<file path="src/rtl/core/bbe_pkg.sv">
// Shared types, widths and constants of the edge-normalized 3x3 box blur.
// Used by every file of the block; depends on nothing.
package bbe_pkg;

  // Pixel and channel widths
  localparam int unsigned CH_W  = 8;
  localparam int unsigned PIX_W = 3 * CH_W;

  // Frame geometry
  localparam int unsigned DEF_MAX_WIDTH = 1024;
  localparam int unsigned FW_W          = 11;   // frame_width register
  localparam int unsigned FH_W          = 13;   // frame_height register
  localparam int unsigned HEIGHT_LIMIT  = 4096;
  localparam int unsigned RESET_WIDTH   = 640;
  localparam int unsigned RESET_HEIGHT  = 480;
  localparam int unsigned IROW_W        = 13;   // input row runs to height + 1
  localparam int unsigned OROW_W        = 12;   // output row stays below height

  // Configuration port
  localparam int unsigned CFG_IDX_W  = 2;
  localparam int unsigned CFG_DATA_W = 13;

  typedef enum logic [CFG_IDX_W-1:0] {
    REG_FRAME_WIDTH  = 2'd0,
    REG_FRAME_HEIGHT = 2'd1
  } cfg_reg_t;

  // Opcode of an input word
  localparam logic OP_FLUSH = 1'b1;

  // Mean arithmetic: rounded sum times a 2^-15 scaled reciprocal
  localparam int unsigned SUM_W       = 12;
  localparam int unsigned RECIP_W     = 16;
  localparam int unsigned RECIP_SHIFT = 15;
  localparam int unsigned PROD_W      = SUM_W + RECIP_W;

  // Result queue, power of two deep
  localparam int unsigned OUT_DEPTH = 8;
  localparam int unsigned CNT_W     = $clog2(OUT_DEPTH + 1);
  localparam int unsigned RESULT_W  = PIX_W + 1;

  // Which sides of the window fall outside the frame
  typedef struct packed {
    logic top;
    logic bottom;
    logic left;
    logic right;
    logic last;
  } border_t;

  // One accepted item on its way to the line store
  typedef struct packed {
    logic [PIX_W-1:0] pix;
    logic             emit;
    border_t          border;
  } step_t;

  typedef struct packed {
    logic [CH_W-1:0] red;
    logic [CH_W-1:0] green;
    logic [CH_W-1:0] blue;
    logic            frame_end;
  } result_t;

  // Reciprocal of the neighbor count, scaled by 2^RECIP_SHIFT and rounded up
  function automatic logic [RECIP_W-1:0] recip(input logic [3:0] n);
    logic [RECIP_W-1:0] k;
    unique case (n)
      4'd1:    k = 16'd32768;
      4'd2:    k = 16'd16384;
      4'd3:    k = 16'd10923;
      4'd4:    k = 16'd8192;
      4'd6:    k = 16'd5462;
      4'd9:    k = 16'd3641;
      default: k = 16'd0;
    endcase
    return k;
  endfunction

endpackage

</file>
<file path="src/rtl/core/bbe_mean.sv">
// Per-channel mean over the in-frame part of the window: masked sum with
// rounding offset, then multiply by the count's reciprocal. Depends on bbe_pkg.
module bbe_mean (
  input  logic                            clk,
  input  logic                            rst,
  input  logic                            take,
  input  logic [8:0][bbe_pkg::PIX_W-1:0]  win,
  input  bbe_pkg::border_t                border,
  output logic                            valid,
  output bbe_pkg::result_t                res
);
  logic [2:0]                                row_ok, col_ok;
  logic [1:0]                                rows, cols;
  logic [3:0]                                n;
  logic [2:0][bbe_pkg::SUM_W-1:0]            sum, t_next, t;
  logic [bbe_pkg::RECIP_W-1:0]               k;
  logic                                      d_valid, d_last;
  logic [2:0][bbe_pkg::PROD_W-1:0]           prod;

  // Sum the in-frame neighbors and add half the count for rounding
  always_comb begin
    row_ok = {!border.bottom, 1'b1, !border.top};
    col_ok = {!border.right, 1'b1, !border.left};
    rows   = 2'd1 + 2'(!border.top) + 2'(!border.bottom);
    cols   = 2'd1 + 2'(!border.left) + 2'(!border.right);
    n      = 4'(rows) * 4'(cols);
    for (int ch = 0; ch < 3; ch++) begin
      sum[ch] = '0;
      for (int r = 0; r < 3; r++) begin
        for (int c = 0; c < 3; c++) begin
          if (row_ok[r] && col_ok[c]) begin
            sum[ch] = sum[ch] + bbe_pkg::SUM_W'(
                      win[r*3 + c][(2 - ch)*bbe_pkg::CH_W +: bbe_pkg::CH_W]);
          end
        end
      end
      t_next[ch] = sum[ch] + bbe_pkg::SUM_W'(n[3:1]);
    end
  end

  always_ff @(posedge clk) begin
    if (take) begin
      t      <= t_next;
      k      <= bbe_pkg::recip(n);
      d_last <= border.last;
    end
  end

  // Scale by the reciprocal; the quotient always fits one channel
  always_comb begin
    for (int ch = 0; ch < 3; ch++) begin
      prod[ch] = bbe_pkg::PROD_W'(t[ch]) * bbe_pkg::PROD_W'(k);
    end
  end

  always_ff @(posedge clk) begin
    if (d_valid) begin
      res.red       <= prod[0][bbe_pkg::RECIP_SHIFT +: bbe_pkg::CH_W];
      res.green     <= prod[1][bbe_pkg::RECIP_SHIFT +: bbe_pkg::CH_W];
      res.blue      <= prod[2][bbe_pkg::RECIP_SHIFT +: bbe_pkg::CH_W];
      res.frame_end <= d_last;
    end
  end

  always_ff @(posedge clk) begin
    if (rst) begin
      d_valid <= 1'b0;
      valid   <= 1'b0;
    end else begin
      d_valid <= take;
      valid   <= d_valid;
    end
  end

endmodule

</file>
<file path="config.mk">
export PLATFORM = sky130hd
export DESIGN_NAME = bbe_mean
export DESIGN_NICKNAME = d
export VERILOG_FILES = /design/src/rtl/core/bbe_pkg.sv /design/src/rtl/core/bbe_mean.sv
export SDC_FILE = /design/constraint.sdc
export NUM_CORES = 2
export LEC_CHECK = 0
export ABC_AREA = 0
export BUFFER_PORTS_ARGS = -buffer_cell sky130_fd_sc_hd__buf_2
export CORE_MARGIN = 3
export CORE_UTILIZATION = 29
export CTS_BUF_LIST = sky130_fd_sc_hd__clkbuf_16
export DETAILED_ROUTE_END_ITERATION = 16
export GPL_TIMING_DRIVEN = 0
export PLACE_DENSITY_LB_ADDON = 0.2
export SLEW_MARGIN = 20
export SYNTH_ARGS = -nofsm -noshare
export SYNTH_HDL_FRONTEND = slang
export SYNTH_SLANG_ARGS = --single-unit
</file>
<file path="constraint.sdc">
create_clock -name clk -period 13.9 [get_ports clk]
set_input_delay 1.39 -clock clk [delete_from_list [all_inputs] [get_ports clk]]
set_output_delay 1.39 -clock clk [all_outputs]
set_load 0.02 [all_outputs]
</file>
==> results by group <==
Synth
  • Top cells by count, synth: inv_1 (553), fa_1 (384), ha_1 (332), nor2_1 (206), nand2_1 (195)
  • Top FF cell, synth: edfxtp_1
  • Syn Inst Count: 3,072
  • Synth area leaders: fa_1 (29%), ha_1 (15%), edfxtp_1 (7.8%)
  • Ys Warns: 0
  • #FFs+latches synth: 72
  • Count leader, synth: inv_1
  • Largest family of logic cells by synthesized area: adder cells
  • Mux share of post-synthesis cell area: 1.544%
  • Post-synthesis adder-cell area fraction: 44.22%
  • Netlist cell types: 95
  • Synth Area in Simple Gates: 15.09%
  • Synth Net Count: 4,012
  • Mapped cell area: 26,820 sq um
  • Mean Syn Cell Area: 8.731 sq um
  • Count of flip-flops with a built-in enable after synthesis: 70
  • Synth Area in Compound Gates: 15.11%
  • Ys async rst share: 0%
  • Post-synth top area share: 28.66%
  • Xor-xnor portion of the synthesized cell area: 7.380%
  • Synth area leader: fa_1
  • Sequential share of the synthesized area: 7.987%

GRT
  • First-pass GRT wire length: 131,400 um
  • Largest net degree at the start of global routing: 47
  • Vias in the first global route: 22,230
  • Gr usage total: 18.10%
  • Antenna violations before repair: 38
  • Total grt overflow: 0

STA
  • Final hold violations: 0
  • Slew margin rel.: 26.42%
  • Endpoints failing setup: 0
  • Post-Route Skew: 0.02381 ns
  • Worst-Margin Slew: 1.104 ns
  • Setup_tns: 0 ns
  • RSZ-0062 raised after global routing: no
  • Part of the cycle the worst path needs: 90.16%
  • Final hold slack: 0.4374 ns
  • Fmax: 0.07980 GHz
  • Pins Over Slew Limit: 0
  • Final WS setup: 1.368 ns
  • Fin crit period: 12.53 ns

Finish
  • Multi-input gate area: 22,360 sq um
  • Post-Layout Cell Count: 4,530
  • Reg area: 2143 sq um
  • P&R area growth vs syn: 11.74%
  • Layout fillers: 9,656
  • Share of cells above drive strength 1: 9.883%
  • Final layout net count: 4,274

CTS
  • Postcts setup bufs: 0
  • Clock Latency Late Sink: 0.40 ns
  • Clock slew at reported path FFs: 0.07 ns
  • Post-cts sizing count: 0
  • TritonCTS clock tree: built
  • Hold_buf cts: 0
  • CTS HTree Levels: 3
  • Root buf cell: clkbuf_16
  • Number of CTS-inserted buffers: 9
  • CTS max path bufs: 2
  • Clock Sinks: 72

Place
  • Pre-CTS setup slack: 0.8239 ns
  • Placed cells: 4,498
  • Post-DP HPWL: 76,350 um
  • Final GP Congestion: 0.8657
  • PortBufs: 249

Worst setup path
  • Type of the worst setup path: input port to flip-flop
  • Critical Path Slowest Stage Cell: nor2_1
  • CP required: 14.01 ns
  • Register-to-register setup slack: 6.86 ns
  • Worst Reg-to-Reg Cells: 19
  • Worst Path Arrival: 12.65 ns
  • CP Capture Type: flip-flop
  • Reg2reg start: k[12]$_DFFE_PP_
  • CP max stage delay: 0.57 ns
  • Crit Path Max Fanout: 10
  • CP startpoint kind: input port
  • Worst reg2reg endpoint: res[24]$_DFFE_PP_
  • Most frequent cell on the critical path: ha_1

Routing
  • Via count: 21,350
  • Post-detailed-route count of antenna-violating nets: 0
  • DR iter-0 viols: 984
  • Via/cell ratio: 4.712
  • WL/cell: 18.90 um
  • Remaining DRCs: 0
  • DRT Wirelength: 85,620 um
  • DRT Pass-1 Iters: 5

Floorplan
  • Die H: 310.1 um
  • Cell row count: 110
  • Die ar.: 96,170 sq um
  • Core area: 90,840 sq um
  • Starting Density: 29.53%
  • IO Pins: 250
  • Die X-Extent: 310.1 um

Run
  • Max cap viols: 0

Outcome
  • Outcome: complete, no violations

Hold path
  • Hold WC Path Type: flip-flop to flip-flop
  • Hold path startpoint: d_last$_DFFE_PP_
  • Hold Crit Depth: 0
  • Worst Hold Path EP: res[0]$_DFFE_PP_
-- sequential cells by signal, indices dropped and copies added (netlist names) --
register,flops
t,36
res,25
k,8
d_last,1
d_valid,1
valid,1
-- worst max-delay path by stage --
stage,start,endpoint
floorplan,border[2],t[34]$_DFFE_PP_
global route,border[4],t[34]$_DFFE_PP_
finish,border[4],t[34]$_DFFE_PP_
CTS,border[4],t[34]$_DFFE_PP_
global placement,border[4],t[34]$_DFFE_PP_
detailed placement,border[4],t[34]$_DFFE_PP_
-- per-layer routing --
| metal | up-vias | track usage (%) | wire [um] |
|---|---|---|---|
| met4 | 38 | 5.060 | 2356 |
| li1 | 10680 | - | - |
| met3 | 117 | 3.315 | 4641 |
| met5 | - | 0 | 248 |
| met2 | 428 | 31.48 | 40940 |
| met1 | 10090 | 22.96 | 37440 |
-- cell type report --
class	instances	area share, %
well taps	1176	4.910
plain buffers	66	0.8266
inverters	553	6.926
clock inverters	7	0.4258
repair buffers	251	4.292
multi-input cells	2381	74.59
diodes	15	0.1252
flip-flops and latches	72	7.152
clock buffers	9	0.7515
-- worst max-delay path, delay by kind of cell --
family	cells	cell delay [ns]
fa+ha+maj	9	3.04
simple gates	15	3.03
mux	3	0.89
xor+xnor	5	0.71
compound gates	17	2.68
buf+inv	4	0.88
-- per-stage QoR --
step	utilization [%]	instance area, sq um
finish	32.99	29970
global route	32.95	29930
CTS	32.93	29910
detailed placement	32.54	29560
global placement	32.52	29540
floorplan	-	26820
-- cell families (layout without fill, tap and decap cells) --
kind of cell / Yosys count / count (layout)
XOR/XNOR: 209 / 209
buffers and inverters: 619 / 886
multiplexers: 36 / 36
other: 0 / 15
AO/OA/AOI/OAI: 612 / 612
adder cells (fa/ha/maj): 718 / 718
flip-flops: 72 / 72
AND/OR/NAND/NOR: 806 / 806
-- placed cells by master, fill, tap and decap left out, types with 7 or more instances in the layout --
master / netlist / routed
fa_1: 384 / 384
o21a_1: 40 / 40
and2_1: 192 / 192
o21ai_0: 144 / 144
or3_1: 13 / 13
nor2_1: 206 / 206
ha_1: 332 / 332
buf_2: 0 / 249
a211oi_1: 39 / 39
edfxtp_1: 70 / 70
clkbuf_16: 0 / 9
o211ai_1: 13 / 13
a22oi_1: 7 / 7
o31a_1: 15 / 15
a21o_1: 76 / 76
a31oi_1: 10 / 10
diode_2: 0 / 15
a21oi_1: 145 / 145
nand2b_1: 30 / 30
inv_1: 553 / 553
o21bai_1: 14 / 14
nor3_1: 34 / 34
xnor2_1: 127 / 127
xor2_1: 70 / 70
nand3_1: 30 / 30
mux2i_1: 23 / 23
and3_1: 10 / 10
mux2_2: 9 / 9
nand2_1: 195 / 195
o31ai_1: 16 / 16
clkbuf_1: 61 / 61
nor2b_1: 44 / 44
or2_2: 11 / 11
Power is not shown: default switching activity piles up to over one toggle a cycle in this logic, so the estimate is an artifact.
