<file path="config.mk">
export PLATFORM = sky130hd
export DESIGN_NAME = bbe_out_fifo_flat
export DESIGN_NICKNAME = d
export VERILOG_FILES = /design/src/rtl/core/bbe_pkg.sv /design/src/rtl/core/bbe_out_if.sv /design/src/rtl/core/bbe_out_fifo.sv /design/src/flat_wrapper.sv
export SDC_FILE = /design/constraint.sdc
export NUM_CORES = 1
export LEC_CHECK = 0
export BUFFER_PORTS_ARGS = -buffer_cell sky130_fd_sc_hd__buf_2
export CORE_ASPECT_RATIO = 0.5
export CORE_UTILIZATION = 35
export CTS_CLUSTER_SIZE = 16
export DETAILED_ROUTE_END_ITERATION = 16
export GPL_TIMING_DRIVEN = 0
export PLACE_DENSITY = 0.57
export SLEW_MARGIN = 20
export SYNTH_ARGS = -nofsm -noshare
export SYNTH_HDL_FRONTEND = slang
export SYNTH_SLANG_ARGS = --single-unit
</file>
<file path="constraint.sdc">
create_clock -name clk -period 3.8 [get_ports clk]
set_input_delay 0.95 -clock clk [delete_from_list [all_inputs] [get_ports clk]]
set_output_delay 0.95 -clock clk [all_outputs]
set_load 0.02 [all_outputs]
</file>
<file path="src/rtl/core/bbe_pkg.sv">
// Shared types, widths and constants of the edge-normalized 3x3 box blur.
// Used by every file of the block; depends on nothing.
package bbe_pkg;

  // Pixel and channel widths
  localparam int unsigned CH_W  = 8;
  localparam int unsigned PIX_W = 3 * CH_W;

  // Frame geometry
  localparam int unsigned DEF_MAX_WIDTH = 1024;
  localparam int unsigned FW_W          = 11;   // frame_width register
  localparam int unsigned FH_W          = 13;   // frame_height register
  localparam int unsigned HEIGHT_LIMIT  = 4096;
  localparam int unsigned RESET_WIDTH   = 640;
  localparam int unsigned RESET_HEIGHT  = 480;
  localparam int unsigned IROW_W        = 13;   // input row runs to height + 1
  localparam int unsigned OROW_W        = 12;   // output row stays below height

  // Configuration port
  localparam int unsigned CFG_IDX_W  = 2;
  localparam int unsigned CFG_DATA_W = 13;

  typedef enum logic [CFG_IDX_W-1:0] {
    REG_FRAME_WIDTH  = 2'd0,
    REG_FRAME_HEIGHT = 2'd1
  } cfg_reg_t;

  // Opcode of an input word
  localparam logic OP_FLUSH = 1'b1;

  // Mean arithmetic: rounded sum times a 2^-15 scaled reciprocal
  localparam int unsigned SUM_W       = 12;
  localparam int unsigned RECIP_W     = 16;
  localparam int unsigned RECIP_SHIFT = 15;
  localparam int unsigned PROD_W      = SUM_W + RECIP_W;

  // Result queue, power of two deep
  localparam int unsigned OUT_DEPTH = 8;
  localparam int unsigned CNT_W     = $clog2(OUT_DEPTH + 1);
  localparam int unsigned RESULT_W  = PIX_W + 1;

  // Which sides of the window fall outside the frame
  typedef struct packed {
    logic top;
    logic bottom;
    logic left;
    logic right;
    logic last;
  } border_t;

  // One accepted item on its way to the line store
  typedef struct packed {
    logic [PIX_W-1:0] pix;
    logic             emit;
    border_t          border;
  } step_t;

  typedef struct packed {
    logic [CH_W-1:0] red;
    logic [CH_W-1:0] green;
    logic [CH_W-1:0] blue;
    logic            frame_end;
  } result_t;

  // Reciprocal of the neighbor count, scaled by 2^RECIP_SHIFT and rounded up
  function automatic logic [RECIP_W-1:0] recip(input logic [3:0] n);
    logic [RECIP_W-1:0] k;
    unique case (n)
      4'd1:    k = 16'd32768;
      4'd2:    k = 16'd16384;
      4'd3:    k = 16'd10923;
      4'd4:    k = 16'd8192;
      4'd6:    k = 16'd5462;
      4'd9:    k = 16'd3641;
      default: k = 16'd0;
    endcase
    return k;
  endfunction

endpackage

</file>
<file path="src/rtl/core/bbe_out_if.sv">
// Result channel of the box blur: valid/ready plus one blurred pixel word.
// Depends on bbe_pkg.
interface bbe_out_if;
  logic                      valid;
  logic                      ready;
  logic [bbe_pkg::CH_W-1:0]  out_red;
  logic [bbe_pkg::CH_W-1:0]  out_green;
  logic [bbe_pkg::CH_W-1:0]  out_blue;
  logic                      frame_end;

  modport source (output valid, out_red, out_green, out_blue, frame_end, input ready);
  modport sink   (input valid, out_red, out_green, out_blue, frame_end, output ready);
endinterface

</file>
<file path="src/rtl/core/bbe_out_fifo.sv">
// Result queue with credit count: a slot is booked when a result-making
// word is accepted, freed when the word leaves. Depends on bbe_pkg, bbe_out_if.
module bbe_out_fifo (
  input  logic              clk,
  input  logic              rst,
  input  logic              reserve,
  input  logic              push,
  input  bbe_pkg::result_t  push_word,
  bbe_out_if.source         result,
  output logic              room
);
  localparam int unsigned PTR_W = $clog2(bbe_pkg::OUT_DEPTH);

  bbe_pkg::result_t            slots [bbe_pkg::OUT_DEPTH];
  bbe_pkg::result_t            head;
  logic [PTR_W-1:0]            rd_ptr, wr_ptr;
  logic [bbe_pkg::CNT_W-1:0]   count, count_next, owed, owed_next;
  logic                        pop;

  // Present the oldest word
  assign head             = slots[rd_ptr];
  assign result.valid     = count != '0;
  assign result.out_red   = head.red;
  assign result.out_green = head.green;
  assign result.out_blue  = head.blue;
  assign result.frame_end = head.frame_end;
  assign pop              = result.valid && result.ready;

  // Track stored words and booked slots
  always_comb begin
    count_next = count + bbe_pkg::CNT_W'(push) - bbe_pkg::CNT_W'(pop);
    owed_next  = owed + bbe_pkg::CNT_W'(reserve) - bbe_pkg::CNT_W'(pop);
    room       = owed < bbe_pkg::CNT_W'(bbe_pkg::OUT_DEPTH);
  end

  always_ff @(posedge clk) begin
    if (rst) begin
      rd_ptr <= '0;
      wr_ptr <= '0;
      count  <= '0;
      owed   <= '0;
    end else begin
      count <= count_next;
      owed  <= owed_next;
      if (push) begin
        wr_ptr <= wr_ptr + PTR_W'(1);
      end
      if (pop) begin
        rd_ptr <= rd_ptr + PTR_W'(1);
      end
    end
  end

  always_ff @(posedge clk) begin
    if (push) begin
      slots[wr_ptr] <= push_word;
    end
  end

endmodule

</file>
<file path="src/flat_wrapper.sv">
// flat-port wrapper written by rule: the top's interface ports become plain ports
module bbe_out_fifo_flat 
  (clk, rst, reserve, push, push_word, room, result_valid, result_out_red, result_out_green, result_out_blue, result_frame_end, result_ready);
  bbe_out_if result_i ();
  input  logic clk;
  input  logic rst;
  input  logic reserve;
  input  logic push;
  input  bbe_pkg::result_t push_word;
  output logic room;
  output wire logic [$bits(result_i.valid)-1:0] result_valid;
  output wire logic [$bits(result_i.out_red)-1:0] result_out_red;
  output wire logic [$bits(result_i.out_green)-1:0] result_out_green;
  output wire logic [$bits(result_i.out_blue)-1:0] result_out_blue;
  output wire logic [$bits(result_i.frame_end)-1:0] result_frame_end;
  input wire logic [$bits(result_i.ready)-1:0] result_ready;
  assign result_valid = result_i.valid;
  assign result_out_red = result_i.out_red;
  assign result_out_green = result_i.out_green;
  assign result_out_blue = result_i.out_blue;
  assign result_frame_end = result_i.frame_end;
  assign result_i.ready = result_ready;
  bbe_out_fifo u_core (.clk(clk), .rst(rst), .reserve(reserve), .push(push), .push_word(push_word), .result(result_i), .room(room));
endmodule
</file>
==> results.json, run 1 <==
{
  "outcome": "finished clean",
  "ys_types": 26,
  "path_class": "reg -> out",
  "nets": 521,
  "grt_start_max_net_pins": 20,
  "drcViolationCount": 0,
  "synthCells": 390,
  "end_kind": "output pin",
  "wl_mm": 16.2,
  "max-slew-margin-rel": 0.404,
  "p_sw_frac": 0.247,
  "whs_path_depth": 2,
  "rr_startpoint": "u_core.count[2]",
  "avgSynthCellArea_um2": 22.0,
  "routabilityCongestion": 0.670,
  "cts-root-buf": "clkbuf_16",
  "die_h_um": 113,
  "peakVddDrop_uv": 262,
  "hpwl_mm": 10.2,
  "diodes": 0,
  "cts_buffer_depth": 3,
  "die_area_um2": 25200,
  "fp-row-count": 40,
  "cts_resized": 0,
  "combPwrFrac": 0.180,
  "core_area_um2": 24000,
  "worst_pin_slew_ns": 0.889,
  "r2r_setup_slack_ns": 1.46,
  "finalCriticalPeriod_ns": 3.47,
  "die_w_um": 223,
  "synth_commonest_cells": "edfxtp_1 (200), mux4_1 (50), mux2_2 (27), dfxtp_1 (17), nor2_1 (14)",
  "fmax_ghz": 0.288,
  "synth_seq_cells": 217,
  "max_cap_viol_count": 0,
  "power_density_nw_per_um2": 566,
  "worstHoldStart": "u_core.rd_ptr[2]",
  "synth_edf_count": 200,
  "cts_htree_levels": 1,
  "areaGrowthSynthToFinish_pct": 18.4,
  "cts.sinks": 217,
  "synthArstFlopShare": 0,
  "post-cts-setup-buffer-count": 0,
  "reg2reg_to": "u_core.owed[1]",
  "viasPerCell": 4.91,
  "power.share.clock": 0.342,
  "synth_top_area_frac": 0.700,
  "ctsHoldBuffers": 0,
  "skew_ns": 0.0125,
  "grt_pass1_vias": 4192,
  "drt_iter0_drc": 241,
  "final_core_util": 0.423,
  "synthesis.nets": 431,
  "start_util": 0.357,
  "maxSlewViolCount": 0,
  "yosysWarningCount": 0,
  "cp.arrival_ns": 2.52,
  "vias": 3968,
  "grt_pass1_wl_mm": 24.8,
  "clk_latency_ns": 0.49,
  "cts_made_buffers": 21,
  "drtAntennaViolNets": 0,
  "num_io_pins": 57,
  "drive_gt1_frac": 0.278,
  "syn_area_um2": 8580,
  "synth.most_common_cell": "edfxtp_1",
  "path_clk_slew_ns": 0.06,
  "post_dp_cell_area_um2": 9520,
  "dr.pass1.iters": 4,
  "ff2ff_path_depth": 9,
  "cts_tree": "done",
  "required_ns": 2.85,
  "worstHoldPathType": "reg -> reg",
  "wl_per_cell_um": 20.1,
  "ys.flop_type": "edfxtp_1",
  "final_area_um2": 10200,
  "setup_viol": 0,
  "path_max_fanout": 10,
  "rsz0062_at_grt": "false",
  "p_int_mw": 4.33,
  "whs_ns": 0.517,
  "finalNonFillerCells": 808,
  "hold_violations": 0,
  "synth_area_leaders": "edfxtp_1 (70%), mux4_1 (15%), dfxtp_1 (4.0%), mux2_2 (3.5%), ha_1 (1.3%)",
  "fin_crit_sh": 0.912,
  "seq_area_frac_synth": 0.740,
  "synth_top_cell_by_area": "edfxtp_1",
  "dpl.cell_count": 772,
  "start_kind": "flop",
  "grt_usage": 0.133,
  "grt_overflow": 0,
  "seq_power_share": 0.478,
  "fin_setup_tns_ns": 0,
  "p_sw_mw": 1.42,
  "p_leak_nw": 3.39,
  "grt_antenna_before_repair": 1,
  "portBuffers": 55
}
==> per-stage QoR <==
stage | power [mW] | worst slack [ns]
after global routing | 5.98 | 0.230
after global placement | 3.82 | -1.50
after floorplan | 3.53 | 0.580
after detailed placement | 3.85 | 0.806
final | 5.75 | 0.333
after CTS | 5.81 | 0.289
==> worst max-delay path by stage <==
stage	from	to	slack (ns)	cells after the start
2_1_floorplan	push	u_core.slots[0][0]	0.58	2
3_3_place_gp	push	u_core.slots[4][12]	-1.50	3
3_5_place_dp	flop	result_out_red[2]	0.81	5
4_1_cts	flop	result_out_red[2]	0.29	5
5_1_grt	flop	result_out_green[6]	0.23	5
6_report	flop	result_out_red[2]	0.33	5
==> cells in the final DEF, fill, tap and decap left out, drive strengths merged <==
cell type and count:
or3 2, mux4 50, buf 80, nand2 5, mux2 27, nor3b 1
mux2i 1, dfxtp 17, nand3 5, xnor2 4, a31o 1, a21o 1
nor2b 4, ha 9, fa 2, edfxtp 200, nor2 14, clkbuf 35
nor3 2, xor2 2, a21oi 8, bufinv 1, clkinv 4, o21ai 3
nand2b 4, inv 11
==> sequential cells by signal, summed over array words and instances (netlist names), named ones only <==
register	cells
u_core.count	4
u_core.owed	4
u_core.rd_ptr	3
u_core.slots	200
u_core.wr_ptr	3
==> critical path, cell delays in order, from the launching register on <==
cell	delay, ns
dfxtp_1	0.31
buf_1	0.27
buf_1	0.61
mux4_1	0.40
mux2_2	0.29
buf_2	0.16
==> kinds of logic (layout without fill, tap and decap cells) <==
group,after synthesis,in the layout,share of synthesized area
AOI/OAI and AO/OA,13,13,0.00831
xor gates and xnor gates,6,6,0.00613
adders and majority gates,11,11,0.0178
buffers and inverters,28,131,0.0178
DFF,217,217,0.740
muxes,78,78,0.190
and+or+nand+nor,37,37,0.0206
==> power by group through the flow <==
stage	Combinational, mW	Sequential (mW)	Clock (mW)
2_1_floorplan	0.739	2.79	0
3_3_place_gp	1.02	2.80	0
3_5_place_dp	1.05	2.80	0
4_1_cts	1.06	2.75	2.00
5_1_grt	1.13	2.76	2.09
6_report	1.03	2.75	1.97
==> layer usage <==
layer / up-vias / share of wire / GRT usage
met4: 2 / 0.015 / 0.0342
met2: 73 / 0.47 / 0.217
met3: 22 / 0.038 / 0.0226
met5: - / 0.00049 / 0
li1: 1820 / - / -
met1: 2051 / 0.48 / 0.186
==> final cells by class <==
type	instances	area, um^2
Clock inverter	5	46.3
Sequential cell	217	6350
Inverter	11	41.3
Tap cell	315	394
Timing Repair Buffer	67	489
Buffer	17	111
Clock buffer	31	593
Multi-Input combinational cell	145	2140
Fill cell	2091	13900
Note: power is estimated with default switching activity, not from simulation.
==> run 2, diff against run 1 <==
--- a/config.mk
+++ b/config.mk
@@ -10,7 +10,6 @@
 export CORE_UTILIZATION = 35
 export CTS_CLUSTER_SIZE = 16
 export DETAILED_ROUTE_END_ITERATION = 16
-export GPL_TIMING_DRIVEN = 0
 export PLACE_DENSITY = 0.57
 export SLEW_MARGIN = 20
 export SYNTH_ARGS = -nofsm -noshare
==> constraint.sdc (replaced) <==
create_clock -name clk -period 3.8 [get_ports clk]
set_input_delay 0.19 -clock clk [delete_from_list [all_inputs] [get_ports clk]]
set_output_delay 0.19 -clock clk [all_outputs]
set_load 0.02 [all_outputs]
==> results.json, run 2 (synthesis results as in run 1) <==
{
  "post-cts-setup-buffer-count": 0,
  "clk_latency_ns": 0.48,
  "wl_per_cell_um": 18.9,
  "layout_commonest_cell": "edfxtp_1",
  "cp.arrival_ns": 2.74,
  "vias": 3903,
  "skew_ns": 0.00673,
  "cts_tree": "done",
  "end_kind": "output pin",
  "final_area_um2": 10200,
  "portBuffers": 56,
  "start_util": 0.357,
  "areaGrowthSynthToFinish_pct": 18.8,
  "path_clk_slew_ns": 0.06,
  "start_kind": "flop",
  "path_max_fanout": 22,
  "combPwrFrac": 0.168,
  "wl_mm": 15.4,
  "p_sw_frac": 0.246,
  "power.share.clock": 0.357,
  "cts_htree_levels": 1,
  "regMostFlops": "u_core.slots",
  "seq_power_share": 0.475,
  "fp-row-count": 40,
  "cp_top_family": "multiplexers",
  "routabilityCongestion": 0.640,
  "cts_resized": 0,
  "cts_made_buffers": 21,
  "drtAntennaViolNets": 0,
  "cts_buffer_depth": 3,
  "cts-root-buf": "clkbuf_16",
  "worstHoldPathType": "in -> reg",
  "largestRegisters": "u_core.slots: 200 flops, u_core.count: 4 flops, u_core.owed: 4 flops",
  "largest_reg_flops": 200,
  "fmax_ghz": 0.342,
  "postLayoutSetupSlackWorst_ns": 0.873,
  "maxSlewViolCount": 0,
  "grt_overflow": 0,
  "die_h_um": 113,
  "peakVddDrop_uv": 265,
  "dr.pass1.iters": 4,
  "grt_pass1_vias": 4165,
  "worst_pin_slew_ns": 1.00,
  "hold_violations": 0,
  "cp_cell_sequence": "buf_4 -> mux4_1 -> mux2_2 -> buf_2",
  "p_sw_mw": 1.44,
  "fin_crit_sh": 0.770,
  "nets": 527,
  "grt_pass1_wl_mm": 23.3,
  "drt_iter0_drc": 231,
  "finalCriticalPeriod_ns": 2.93,
  "pre_cts_ws_ns": 1.33,
  "post_dp_cell_area_um2": 9250,
  "slowest_delay_ns": 0.80,
  "cp_slowest_cell": "dfxtp_2",
  "core_area_um2": 24000,
  "die_area_um2": 25200,
  "diodes": 0,
  "grt_start_max_net_pins": 51,
  "drcViolationCount": 0,
  "outcome": "finished clean",
  "die_w_um": 223,
  "required_ns": 3.61,
  "path_class": "reg -> out",
  "viasPerCell": 4.79,
  "power_density_nw_per_um2": 573,
  "grt_antenna_before_repair": 0,
  "max-slew-margin-rel": 0.330,
  "grt_usage": 0.122,
  "cts.sinks": 217,
  "hpwl_mm": 8.15,
  "max_cap_viol_count": 0,
  "power_mw": 5.83,
  "rsz0062_at_grt": "false",
  "drive_gt1_frac": 0.272,
  "p_int_mw": 4.40,
  "final_cell_mix": "edfxtp_1 (200), buf_2 (56), mux4_1 (50)",
  "fin_setup_tns_ns": 0,
  "setup_viol": 0,
  "cp.buffers_inverters": 2,
  "num_io_pins": 57,
  "p_leak_nw": 3.41
}
==> run 2: changes by cell type in the layout (fill, tap and decap cells not counted), sizes merged <==
cell and change:
buf -15, bufinv +2, clkbuf -11, clkinv +4, clkinvlp +1, dlygate4sd3 +25, inv +1
==> run 2: final cells by class <==
| type | count | area, um^2 |
|---|---|---|
| inverters | 11 | 41.3 |
| clock inverters | 13 | 149 |
| flip-flops and latches | 217 | 6350 |
| fillers | 2119 | 13800 |
| clock buffers | 24 | 537 |
| repair buffers | 90 | 598 |
| well taps | 315 | 394 |
| multi-input cells | 145 | 2120 |
==> run 2: repair_timing <==
| action | 4_1_cts | 5_1_grt |
|---|---|---|
| hold buffers | 25 | 0 |
| setup endpoints to repair | 0 | 0 |
| hold endpoints to repair | 200 | 0 |
==> run 2: worst paths after layout <==
| kind | start | end | slack [ns] | cells past startpoint |
|---|---|---|---|---|
| worst max-delay path | flop | result_out_green[4] | 0.87 | 4 |
| worst min-delay path | reserve | u_core.owed[0] | 0.04 | 3 |
| worst max register to register | u_core.count[2] | u_core.owed[2] | 1.47 | 10 |
| worst min register to register | u_core.rd_ptr[2] | u_core.rd_ptr[2] | 0.53 | 2 |
==> run 2: layer usage <==
metal	track usage	vias to the layer above	share of wire
met5	0	-	0
met4	0.0256	0	0.017
met3	0.0241	21	0.051
met2	0.209	83	0.48
met1	0.164	1984	0.45
li1	-	1815	-
==> run 2: per-stage QoR <==
stage               instances  hold slack (ns)  utilization
finish                    815           0.0436        0.424
global route              815           0.0639        0.424
CTS                       815           0.0422        0.424
detailed placement        753            0.459        0.385
global placement          753            0.454        0.385
floorplan                 390            0.289            -
==> run 2: power groups by stage <==
stage               Sequential, mW  Combinational (mW)  Clock, mW
finish                        2.77               0.980       2.08
global route                  2.78                1.08       2.22
CTS                           2.77                1.00       2.13
detailed placement            2.82               0.978          0
global placement              2.82               0.965          0
floorplan                     2.79               0.739          0
==> run 2: worst reg2reg max path, delay by kind of cell (launching register included) <==
family        cells  cell delay (ns)
fa+ha+maj         3             0.74
simple gates      3             0.66
flops             1             0.29
xor+xnor          2             0.27
buf+inv           2             0.25
