[src/rtl/core/bbe_pkg.sv]
// Shared types, widths and constants of the edge-normalized 3x3 box blur.
// Used by every file of the block; depends on nothing.
package bbe_pkg;

  // Pixel and channel widths
  localparam int unsigned CH_W  = 8;
  localparam int unsigned PIX_W = 3 * CH_W;

  // Frame geometry
  localparam int unsigned DEF_MAX_WIDTH = 1024;
  localparam int unsigned FW_W          = 11;   // frame_width register
  localparam int unsigned FH_W          = 13;   // frame_height register
  localparam int unsigned HEIGHT_LIMIT  = 4096;
  localparam int unsigned RESET_WIDTH   = 640;
  localparam int unsigned RESET_HEIGHT  = 480;
  localparam int unsigned IROW_W        = 13;   // input row runs to height + 1
  localparam int unsigned OROW_W        = 12;   // output row stays below height

  // Configuration port
  localparam int unsigned CFG_IDX_W  = 2;
  localparam int unsigned CFG_DATA_W = 13;

  typedef enum logic [CFG_IDX_W-1:0] {
    REG_FRAME_WIDTH  = 2'd0,
    REG_FRAME_HEIGHT = 2'd1
  } cfg_reg_t;

  // Opcode of an input word
  localparam logic OP_FLUSH = 1'b1;

  // Mean arithmetic: rounded sum times a 2^-15 scaled reciprocal
  localparam int unsigned SUM_W       = 12;
  localparam int unsigned RECIP_W     = 16;
  localparam int unsigned RECIP_SHIFT = 15;
  localparam int unsigned PROD_W      = SUM_W + RECIP_W;

  // Result queue, power of two deep
  localparam int unsigned OUT_DEPTH = 8;
  localparam int unsigned CNT_W     = $clog2(OUT_DEPTH + 1);
  localparam int unsigned RESULT_W  = PIX_W + 1;

  // Which sides of the window fall outside the frame
  typedef struct packed {
    logic top;
    logic bottom;
    logic left;
    logic right;
    logic last;
  } border_t;

  // One accepted item on its way to the line store
  typedef struct packed {
    logic [PIX_W-1:0] pix;
    logic             emit;
    border_t          border;
  } step_t;

  typedef struct packed {
    logic [CH_W-1:0] red;
    logic [CH_W-1:0] green;
    logic [CH_W-1:0] blue;
    logic            frame_end;
  } result_t;

  // Reciprocal of the neighbor count, scaled by 2^RECIP_SHIFT and rounded up
  function automatic logic [RECIP_W-1:0] recip(input logic [3:0] n);
    logic [RECIP_W-1:0] k;
    unique case (n)
      4'd1:    k = 16'd32768;
      4'd2:    k = 16'd16384;
      4'd3:    k = 16'd10923;
      4'd4:    k = 16'd8192;
      4'd6:    k = 16'd5462;
      4'd9:    k = 16'd3641;
      default: k = 16'd0;
    endcase
    return k;
  endfunction

endpackage

[src/rtl/core/bbe_in_if.sv]
// Input channel of the box blur: valid/ready plus one pixel or flush word.
// Depends on bbe_pkg.
interface bbe_in_if;
  logic                      valid;
  logic                      ready;
  logic                      opcode;
  logic [bbe_pkg::CH_W-1:0]  in_red;
  logic [bbe_pkg::CH_W-1:0]  in_green;
  logic [bbe_pkg::CH_W-1:0]  in_blue;

  modport source (output valid, opcode, in_red, in_green, in_blue, input ready);
  modport sink   (input valid, opcode, in_red, in_green, in_blue, output ready);
endinterface

[src/rtl/core/bbe_cfg_if.sv]
// Register write channel of the box blur: valid/ready, register index, data.
// Depends on bbe_pkg.
interface bbe_cfg_if;
  logic                            valid;
  logic                            ready;
  logic [bbe_pkg::CFG_IDX_W-1:0]   index;
  logic [bbe_pkg::CFG_DATA_W-1:0]  data;

  modport source (output valid, index, data, input ready);
  modport sink   (input valid, index, data, output ready);
endinterface

[src/rtl/core/bbe_ctrl.sv]
// Front end of the box blur: frame registers, input and output position
// counters, input handshake. Depends on bbe_pkg, bbe_in_if, bbe_cfg_if.
module bbe_ctrl #(
  parameter int unsigned MAX_WIDTH = bbe_pkg::DEF_MAX_WIDTH,
  localparam int unsigned COL_W = $clog2(MAX_WIDTH)
) (
  input  logic             clk,
  input  logic             rst,
  bbe_in_if.sink           pixel,
  bbe_cfg_if.sink          cfg,
  input  logic             room,
  output logic             go,
  output logic [COL_W-1:0] col,
  output bbe_pkg::step_t   step
);
  localparam int unsigned WID_W = COL_W + 1;
  localparam int unsigned CMP_W = (WID_W > bbe_pkg::FW_W) ? WID_W : bbe_pkg::FW_W;
  localparam int unsigned RST_W = (bbe_pkg::RESET_WIDTH > MAX_WIDTH) ?
                                  MAX_WIDTH : bbe_pkg::RESET_WIDTH;

  logic [WID_W-1:0]           width_act, width_next;
  logic [bbe_pkg::FH_W-1:0]   height_act, height_next;
  logic [bbe_pkg::IROW_W-1:0] in_row, in_row_next;
  logic [COL_W-1:0]           in_col, in_col_next;
  logic [bbe_pkg::OROW_W-1:0] out_row, out_row_next;
  logic [COL_W-1:0]           out_col, out_col_next;
  logic [CMP_W-1:0]           raw_width;
  logic [bbe_pkg::FH_W-1:0]   raw_height;
  logic                       take, cfg_wr, cfg_clear, over, flush_skip, emit, col_end;
  bbe_pkg::border_t           border;

  // Handshakes
  assign pixel.ready = !rst && room;
  assign cfg.ready   = !rst;
  assign take        = pixel.valid && pixel.ready;
  assign cfg_wr      = cfg.valid && cfg.ready;
  assign cfg_clear   = cfg_wr && (cfg.index == bbe_pkg::REG_FRAME_WIDTH ||
                                  cfg.index == bbe_pkg::REG_FRAME_HEIGHT);

  // Clamp register writes into the supported frame size
  always_comb begin
    raw_width   = CMP_W'(cfg.data[bbe_pkg::FW_W-1:0]);
    raw_height  = cfg.data[bbe_pkg::FH_W-1:0];
    width_next  = width_act;
    height_next = height_act;
    if (cfg_wr && cfg.index == bbe_pkg::REG_FRAME_WIDTH) begin
      priority if (raw_width == '0) begin
        width_next = WID_W'(1);
      end else if (raw_width > CMP_W'(MAX_WIDTH)) begin
        width_next = WID_W'(MAX_WIDTH);
      end else begin
        width_next = WID_W'(raw_width);
      end
    end
    if (cfg_wr && cfg.index == bbe_pkg::REG_FRAME_HEIGHT) begin
      priority if (raw_height == '0) begin
        height_next = bbe_pkg::FH_W'(1);
      end else if (raw_height > bbe_pkg::FH_W'(bbe_pkg::HEIGHT_LIMIT)) begin
        height_next = bbe_pkg::FH_W'(bbe_pkg::HEIGHT_LIMIT);
      end else begin
        height_next = raw_height;
      end
    end
  end

  // Classify the word: past the last pixel it is a zero tick, before it a
  // flush word is dropped
  always_comb begin
    over          = in_row >= height_act;
    flush_skip    = (pixel.opcode == bbe_pkg::OP_FLUSH) && !over;
    go            = take && !flush_skip;
    emit          = (in_row >= bbe_pkg::IROW_W'(2)) ||
                    (in_row == bbe_pkg::IROW_W'(1) && in_col != '0);
    col_end       = (WID_W'(in_col) + WID_W'(1)) == width_act;
    border.top    = out_row == '0;
    border.bottom = (bbe_pkg::FH_W'(out_row) + bbe_pkg::FH_W'(1)) == height_act;
    border.left   = out_col == '0;
    border.right  = (WID_W'(out_col) + WID_W'(1)) == width_act;
    border.last   = border.bottom && border.right;
    col           = in_col;
    step.pix      = over ? '0 : {pixel.in_red, pixel.in_green, pixel.in_blue};
    step.emit     = emit;
    step.border   = border;
  end

  // Advance the positions; a register write or the frame's last result
  // returns them to the origin
  always_comb begin
    in_row_next  = in_row;
    in_col_next  = in_col;
    out_row_next = out_row;
    out_col_next = out_col;
    if (cfg_clear || (go && emit && border.last)) begin
      in_row_next  = '0;
      in_col_next  = '0;
      out_row_next = '0;
      out_col_next = '0;
    end else if (go) begin
      if (col_end) begin
        in_col_next = '0;
        in_row_next = in_row + bbe_pkg::IROW_W'(1);
      end else begin
        in_col_next = in_col + COL_W'(1);
      end
      if (emit) begin
        if (border.right) begin
          out_col_next = '0;
          out_row_next = out_row + bbe_pkg::OROW_W'(1);
        end else begin
          out_col_next = out_col + COL_W'(1);
        end
      end
    end
  end

  always_ff @(posedge clk) begin
    if (rst) begin
      width_act  <= WID_W'(RST_W);
      height_act <= bbe_pkg::FH_W'(bbe_pkg::RESET_HEIGHT);
      in_row     <= '0;
      in_col     <= '0;
      out_row    <= '0;
      out_col    <= '0;
    end else begin
      width_act  <= width_next;
      height_act <= height_next;
      in_row     <= in_row_next;
      in_col     <= in_col_next;
      out_row    <= out_row_next;
      out_col    <= out_col_next;
    end
  end

endmodule

[src/flat_wrapper.sv]
// flat-port wrapper written by rule: the top's interface ports become plain ports
module bbe_ctrl_flat 
#(
  parameter int unsigned MAX_WIDTH = bbe_pkg::DEF_MAX_WIDTH,
  localparam int unsigned COL_W = $clog2(MAX_WIDTH)
)
  (clk, rst, room, go, col, step, pixel_valid, pixel_opcode, pixel_in_red, pixel_in_green, pixel_in_blue, pixel_ready, cfg_valid, cfg_index, cfg_data, cfg_ready);
  bbe_in_if pixel_i ();
  bbe_cfg_if cfg_i ();
  input  logic clk;
  input  logic rst;
  input  logic room;
  output logic go;
  output logic [COL_W-1:0] col;
  output bbe_pkg::step_t step;
  input wire logic [$bits(pixel_i.valid)-1:0] pixel_valid;
  input wire logic [$bits(pixel_i.opcode)-1:0] pixel_opcode;
  input wire logic [$bits(pixel_i.in_red)-1:0] pixel_in_red;
  input wire logic [$bits(pixel_i.in_green)-1:0] pixel_in_green;
  input wire logic [$bits(pixel_i.in_blue)-1:0] pixel_in_blue;
  output wire logic [$bits(pixel_i.ready)-1:0] pixel_ready;
  input wire logic [$bits(cfg_i.valid)-1:0] cfg_valid;
  input wire logic [$bits(cfg_i.index)-1:0] cfg_index;
  input wire logic [$bits(cfg_i.data)-1:0] cfg_data;
  output wire logic [$bits(cfg_i.ready)-1:0] cfg_ready;
  assign pixel_i.valid = pixel_valid;
  assign pixel_i.opcode = pixel_opcode;
  assign pixel_i.in_red = pixel_in_red;
  assign pixel_i.in_green = pixel_in_green;
  assign pixel_i.in_blue = pixel_in_blue;
  assign pixel_ready = pixel_i.ready;
  assign cfg_i.valid = cfg_valid;
  assign cfg_i.index = cfg_index;
  assign cfg_i.data = cfg_data;
  assign cfg_ready = cfg_i.ready;
  bbe_ctrl #(.MAX_WIDTH(MAX_WIDTH)) u_core (.clk(clk), .rst(rst), .pixel(pixel_i), .cfg(cfg_i), .room(room), .go(go), .col(col), .step(step));
endmodule
[config.mk]
export PLATFORM = sky130hd
export DESIGN_NAME = bbe_ctrl_flat
export DESIGN_NICKNAME = d
export VERILOG_FILES = /design/src/rtl/core/bbe_pkg.sv /design/src/rtl/core/bbe_in_if.sv /design/src/rtl/core/bbe_cfg_if.sv /design/src/rtl/core/bbe_ctrl.sv /design/src/flat_wrapper.sv
export SDC_FILE = /design/constraint.sdc
export NUM_CORES = 1
export LEC_CHECK = 0
export ABC_AREA = 1
export ABC_CLOCK_PERIOD_IN_PS = 2400
export BUFFER_PORTS_ARGS = -buffer_cell sky130_fd_sc_hd__clkbuf_2
export CORE_ASPECT_RATIO = 0.8
export CORE_MARGIN = 2
export CORE_UTILIZATION = 45
export CTS_CLUSTER_DIAMETER = 40
export DETAILED_ROUTE_END_ITERATION = 7
export PLACE_DENSITY = 0.66
export SLEW_MARGIN = 20
export SYNTH_ARGS = -nofsm -noshare
export SYNTH_HDL_FRONTEND = slang
export SYNTH_SLANG_ARGS = --single-unit
[constraint.sdc]
create_clock -name clk -period 2.4 [get_ports clk]
set_input_delay 0.6 -clock clk [delete_from_list [all_inputs] [get_ports clk]]
set_output_delay 0.6 -clock clk [all_outputs]
set_load 0.05 [all_outputs]
==> results of run 1 <==
-- per-stage QoR --
stage          setup WS [ns]  cell area [um^2]  hold slack, ns  total power, mW  setup TNS (ns)
4_1_cts               -0.443              7820           0.494             2.98           -4.09
6_report              -0.453              8490           0.502             3.05           -9.32
2_1_floorplan         -0.269              5580           0.445             1.41           -5.88
5_1_grt               -0.581              8490           0.513             3.14          -15.68
3_5_place_dp          -0.343              6930           0.483             1.54          -0.626
3_3_place_gp          -0.304              6930           0.483             1.54          -0.561
-- registers in the layout, summed over array words and instances (netlist names) --
register / flops
u_core.col: 10
u_core.height_act: 13
u_core.in_row: 13
u_core.out_col: 10
u_core.out_row: 12
u_core.width_act: 11
-- cell families after synthesis --
kind of cell	Yosys count	share of synthesized area [%]
DFF	69	25.0
buffers and inverters	193	14.2
and+or+nand+nor	608	47.1
xor gates and xnor gates	16	3.05
adders and majority gates	22	4.97
AOI/OAI and AO/OA	57	5.74
-- timing repair --
item	in CTS	in global routing
gates resized for setup	136	146
pin swaps	18	30
setup endpoints to repair	40	74
buffers inserted	7	17
cloned	0	5
-- final cells by class --
type,count,share of cell area (%)
sequential,69,16.8
clock buffer,10,2.82
clock inverter,6,0.840
inverter,170,7.86
timing repair buffer,215,22.4
multi-input combinational,703,47.1
tap,152,2.24
-- power by group --
group | internal [mW] | switching, mW | total (mW)
Clock | 0.841 | 0.563 | 1.40
Sequential | 1.15 | 0.0127 | 1.17
Combinational | 0.196 | 0.281 | 0.477
Total | 2.19 | 0.857 | 3.05
-- path summary, 6_finish.rpt --
kind                        startpoint              endpoint  slack [ns]  cells after the start
hold reg to reg   u_core.height_act[2]  u_core.height_act[2]        0.50                      2
hold / removal    u_core.height_act[2]  u_core.height_act[2]        0.50                      2
setup reg to reg  u_core.height_act[7]      u_core.in_row[6]       -0.09                     16
setup / recovery     u_core.out_row[0]               step[0]       -0.45                     13
-- synth_stat cells, types with 2 or more instances --
cell type / count / area [um^2]
a21oi_1: 25 / 125
a22oi_1: 5 / 37.5
buf_2: 9 / 45.0
buf_4: 3 / 22.5
buf_6: 5 / 56.3
clkbuf_1: 6 / 22.5
dfxtp_1: 69 / 1380
ha_1: 22 / 275
inv_1: 164 / 616
inv_2: 5 / 18.8
nand2_1: 278 / 1040
nand3_1: 127 / 636
nand3b_1: 4 / 30.0
nand4_1: 18 / 113
nor2_1: 141 / 529
nor2_2: 17 / 106
nor2_4: 2 / 22.5
nor3_1: 10 / 50.1
nor4_1: 5 / 31.3
o21ai_0: 17 / 85.1
o21bai_1: 2 / 15.0
o22ai_1: 3 / 18.8
o32ai_1: 2 / 17.5
or2_2: 2 / 12.5
xnor2_1: 3 / 26.3
xor2_1: 11 / 96.3
-- cell usage in the layout, fill, tap and decap left out, drive strengths merged --
cell      count
nor3         10
a31oi         1
nand3       128
o32ai         2
xnor3         1
xor2         11
nand3b        4
nor4          5
bufinv        1
a22oi         5
and3          1
o21bai        2
clkinvlp      3
or2           2
o22ai         3
nand4        18
o21ai        18
nand2       280
xor3          1
ha           22
clkinv        3
a21oi        25
o211ai        1
xnor2         3
buf         152
inv         169
dfxtp        69
nor2        160
clkbuf       73
-- per-layer routing --
metal  up-vias  wire [um]
met5         -          0
met4         0        308
met3        26       1300
met2       241       8800
met1      3064       8990
li1       3440          -
-- worst max-delay path, cell delays in order, from the launching register on --
cell	delay, ns
dfxtp_4	0.38
ha_4	0.18
nand2_4	0.07
nor2_4	0.13
buf_4	0.13
nand2_1	0.04
nand2_1	0.08
nand3_1	0.07
nand2_1	0.09
nand4_1	0.13
nor3_2	0.18
nand3_2	0.15
nor2_4	0.13
buf_12	0.14
==> impl_metrics.py, run 1 <==
metrics = {
    "cells_and_area": {
        "seq_area_um2": 1420,
        "fillCellCount": 1015,
        "drive_gt1_share_pct": 34.0,
        "area_growth_syn_to_layout_pct": 53.3,
        "multi_input_comb_area_um2": 4000,
        "n_antenna_cell": 0,
        "nNetsFinal": 1235,
        "layoutNonFillerInstCount": 1325,
        "postLayoutCoreUtil_pct": 70.3,
    },
    "die": {
        "rows": 36,
        "die_x_um": 128,
        "die-area_um2": 13200,
        "boundaryPins": 88,
        "die_h_um": 103,
        "core-area_um2": 12100,
        "initial_core_util_pct": 45.9,
    },
    "detailed_routing": {
        "drtIter0Drc": 489,
        "wire_per_inst_um": 14.6,
        "dr.pass1.iters": 5,
        "postRouteAntennaNets": 0,
        "drt-total-wl_um": 19400,
        "detail_route.vias_per_cell": 5.11,
        "remaining_drc_errors": 0,
        "via_count": 6771,
    },
    "global_route": {
        "grt_antenna_before_repair": 0,
        "grt_util_met1_pct": 39.4,
        "grt-ovfl-total": 0,
        "use_met3_pct": 3.96,
        "grt_usage_pct": 26.7,
        "use_met2_pct": 42.1,
        "grt_pass1_vias": 5713,
        "grt_max_degree": 25,
        "grt-busiest-layer": "met2",
        "grt_pass1_wl_um": 27900,
    },
    "sta": {
        "slew_headroom_pct": 72.0,
        "finalWorstSetupSlack_ns": -0.453,
        "tightestPinTransition_ns": 0.416,
        "post-route-period-util_pct": 119,
        "hold_viol_final": 0,
        "clock_skew_ns": 0.00663,
        "finalSetupViolCount": 68,
        "fmax_ghz": 0.350,
        "period_needed_ns": 2.85,
        "rsz0062_at_grt": "true",
        "finalMaxSlewViolations": 0,
    },
    "power_and_ir_drop": {
        "power_density_nw_per_um2": 359,
        "vdd_drop_max_v": 0.000375,
        "p_leak_nw": 4.08,
    },
    "logic_synthesis": {
        "netlist_instances": 965,
        "synth_edf_count": 0,
        "syn_avg_cell_area_um2": 5.74,
        "yosysWarnings": 0,
        "ys_types": 36,
        "ys_async_sr_fraction_pct": 0,
        "synth-seq-cells": 69,
        "ys.flop_type": "dfxtp_1",
        "yosysSeqAreaShare_pct": 25.0,
        "mappedNetlistArea_um2": 5540,
        "synth_nets": 1032,
    },
    "clock_tree": {
        "cts_buffers": 9,
        "numClockSinks": 69,
        "cts-root-buf": "clkbuf_16",
        "path_clk_slew_ns": 0.06,
        "h-tree-depth": 3,
        "clk_latency_ns": 0.34,
        "clk_path_buf_depth": 2,
        "cts_hold_buf": 0,
        "cts_tree": "built",
    },
    "placed_design": {
        "numPlacedInstances": 1285,
        "hpwlAfterDp_um": 13400,
        "routabilityCongestion": 0.992,
        "portBuffers": 87,
    },
    "setup_path": {
        "cp_data_required_time_ns": 1.80,
        "end_kind": "output pin",
        "arrival_ns": 2.25,
        "critPathMaxFanout": 4,
        "critical_path_class": "reg -> out",
        "cp-start-kind": "flip-flop",
    },
    "outcome": {
        "status": "finished, violations left",
        "violations": "setup timing",
    },
    "hold_path": {
        "hp-class": "reg -> reg",
    },
    "run": {
        "drv_cap": 0,
    },
}
(Power assumes the default switching activity.)
==> run 2, diff against run 1 <==
Settings changed: PLACE_DENSITY 0.66 to 0.77.
==> run 2 against run 1 <==
Against the previous run: the flow still finishes with violations (setup timing); clock skew up 0.00053 ns; clock power fell by 4%; sequential share of layout area fell by 0.30 points; setup slack worse by 0.064 ns; die area unchanged; critical path depth decreased by 1; non-clock buffer count down 7; total power decreased by 0.51%; count of clock-buffer cells in the layout is 2 higher; global-route usage is 1.8 points higher; worst hold slack worse by 0.026 ns; final cell count shrank 0.45%; critical endpoint unchanged.
==> impl_metrics.py, run 2 (synthesis results as in run 1) <==
metrics = {
    "sta": {
        "rsz0062_at_grt": "true",
        "finalMaxSlewViolations": 0,
        "fmax_ghz": 0.343,
        "post-route-period-util_pct": 122,
        "hold_viol_final": 0,
        "finalSetupViolCount": 72,
        "finalWorstSetupSlack_ns": -0.518,
        "period_needed_ns": 2.92,
        "tightestPinTransition_ns": 0.803,
        "clock_skew_ns": 0.00716,
        "slew_headroom_pct": 46.4,
    },
    "power_and_ir_drop": {
        "power_frac_comb_pct": 16.9,
        "total_power_mw": 3.03,
        "p_leak_nw": 4.06,
        "p_sw_share_pct": 28.9,
        "vdd_drop_max_v": 0.000339,
        "switchingPower_mw": 0.877,
        "power_density_nw_per_um2": 349,
        "seqPwrFrac_pct": 38.4,
        "intPower_mw": 2.15,
        "clkPwrFrac_pct": 44.7,
    },
    "cells_and_area": {
        "postLayoutCoreUtil_pct": 71.9,
        "area_growth_syn_to_layout_pct": 56.8,
        "fin_area_um2": 8680,
        "mostFrequentLayoutCell": "nand2_1",
        "seq_area_um2": 1430,
        "multi_input_comb_area_um2": 4200,
        "drive_gt1_share_pct": 36.7,
        "fillCellCount": 884,
        "n_antenna_cell": 0,
        "mostFrequentLayoutCells": "254 x nand2_1, 142 x inv_1, 104 x nand3_1",
        "reg_top3": "u_core.height_act: 13 flops, u_core.in_row: 13 flops, u_core.out_row: 12 flops",
        "nNetsFinal": 1229,
    },
    "die": {
        "die-area_um2": 13200,
        "initial_core_util_pct": 45.9,
        "core-area_um2": 12100,
        "boundaryPins": 88,
        "die_x_um": 128,
        "rows": 36,
        "die_h_um": 103,
    },
    "detailed_routing": {
        "dr.pass1.iters": 8,
        "detail_route.vias_per_cell": 5.47,
        "wire_per_inst_um": 16.0,
        "via_count": 7220,
        "drt-total-wl_um": 21100,
        "drtIter0Drc": 874,
        "remaining_drc_errors": 0,
        "postRouteAntennaNets": 0,
    },
    "global_route": {
        "grt_pass1_wl_um": 30000,
        "grt_max_degree": 20,
        "grt_antenna_before_repair": 0,
        "grt_pass1_vias": 6267,
        "grt_usage_pct": 28.6,
        "grt-ovfl-total": 0,
    },
    "placed_design": {
        "place_ws_ns": -0.428,
        "place_area_um2": 6840,
        "routabilityCongestion": 0.985,
        "hpwlAfterDp_um": 13000,
        "portBuffers": 87,
    },
    "setup_path": {
        "critical_path_class": "reg -> out",
        "path_buf_inv": 1,
        "cpLargestDelayFamily": "simple AND/OR/NAND/NOR gates",
        "cp_data_required_time_ns": 1.80,
        "cp-start-kind": "flip-flop",
        "path_cells": "ha_4, nand2_4, nor2_4, nand3_1, nand2_1, nand2_1, nor2_1, nand4_1, nor3_4, nand3_4, nor2_4, buf_12",
        "end_kind": "output pin",
        "arrival_ns": 2.32,
        "max_stage_delay_ns": 0.39,
        "crit_slowest_cell": "dfxtp_4",
        "critPathMaxFanout": 4,
    },
    "clock_tree": {
        "cts-root-buf": "clkbuf_16",
        "h-tree-depth": 3,
        "cts_tree": "built",
        "path_clk_slew_ns": 0.06,
        "numClockSinks": 69,
        "clk_latency_ns": 0.35,
        "cts_buffers": 9,
        "clk_path_buf_depth": 2,
    },
    "outcome": {
        "violations": "setup timing",
        "status": "finished, violations left",
    },
    "run": {
        "drv_cap": 0,
    },
    "hold_path": {
        "hp-class": "reg -> reg",
    },
}
==> run 2: final cells by class <==
class	instances	share of cell area (%)
repair buffers	208	22.1
clock inverters	4	0.346
inverters	170	7.48
multi-input cells	704	48.4
clock buffers	12	3.07
flip-flops and latches	69	16.4
well taps	152	2.19
==> run 2: power by group through the flow <==
stage / registers [mW] / clock network, mW / logic [mW]
detailed placement: 1.19 / 0 / 0.347
finish: 1.17 / 1.35 / 0.512
global placement: 1.19 / 0 / 0.344
CTS: 1.16 / 1.35 / 0.419
floorplan: 1.19 / 0 / 0.217
global route: 1.17 / 1.40 / 0.538
==> run 2: metrics by stage <==
step	std cells	setup TNS [ns]	hold WS, ns
after floorplan	965	-5.88	0.445
final	1319	-13.89	0.477
after global placement	1273	-0.747	0.455
after global routing	1319	-20.39	0.506
after CTS	1307	-6.95	0.478
after detailed placement	1273	-1.56	0.466
==> run 2: path summary, 6_finish.rpt <==
| kind | startpoint | to | slack, ns | cells past startpoint |
|---|---|---|---|---|
| worst min-delay path | u_core.height_act[1] | u_core.height_act[1] | 0.48 | 2 |
| worst max register to register | u_core.height_act[2] | u_core.out_col[2] | -0.16 | 15 |
| worst min register to register | u_core.height_act[1] | u_core.height_act[1] | 0.48 | 2 |
| worst max-delay path | u_core.out_row[0] | step[0] | -0.52 | 12 |
==> run 2: what timing repair did <==
item	in CTS	in global routing
setup endpoints to repair	47	74
hold buffers	0	0
setup buffers	16	6
resized for setup	183	139
gates cloned	3	7
pin swaps	31	53
==> run 2: worst register-to-register path: stages (launching register included) <==
cell       delay [ns]
dfxtp_2          0.38
inv_2            0.08
ha_4             0.29
nand4_1          0.11
nor2_1           0.13
nand3b_1         0.15
nand4_1          0.21
nand2_2          0.10
buf_6            0.13
nor2_4           0.18
buf_8            0.20
clkbuf_16        0.17
nand3_1          0.12
nand2_1          0.13
inv_2            0.05
nor2_4           0.08
==> run 2: routing by layer <==
metal	up-vias	wire length [um]	GRT usage (%)
li1	3426	-	-
met1	3280	8550	38.6
met2	442	10000	47.0
met3	72	1910	5.25
met4	0	603	8.62
met5	-	0	0
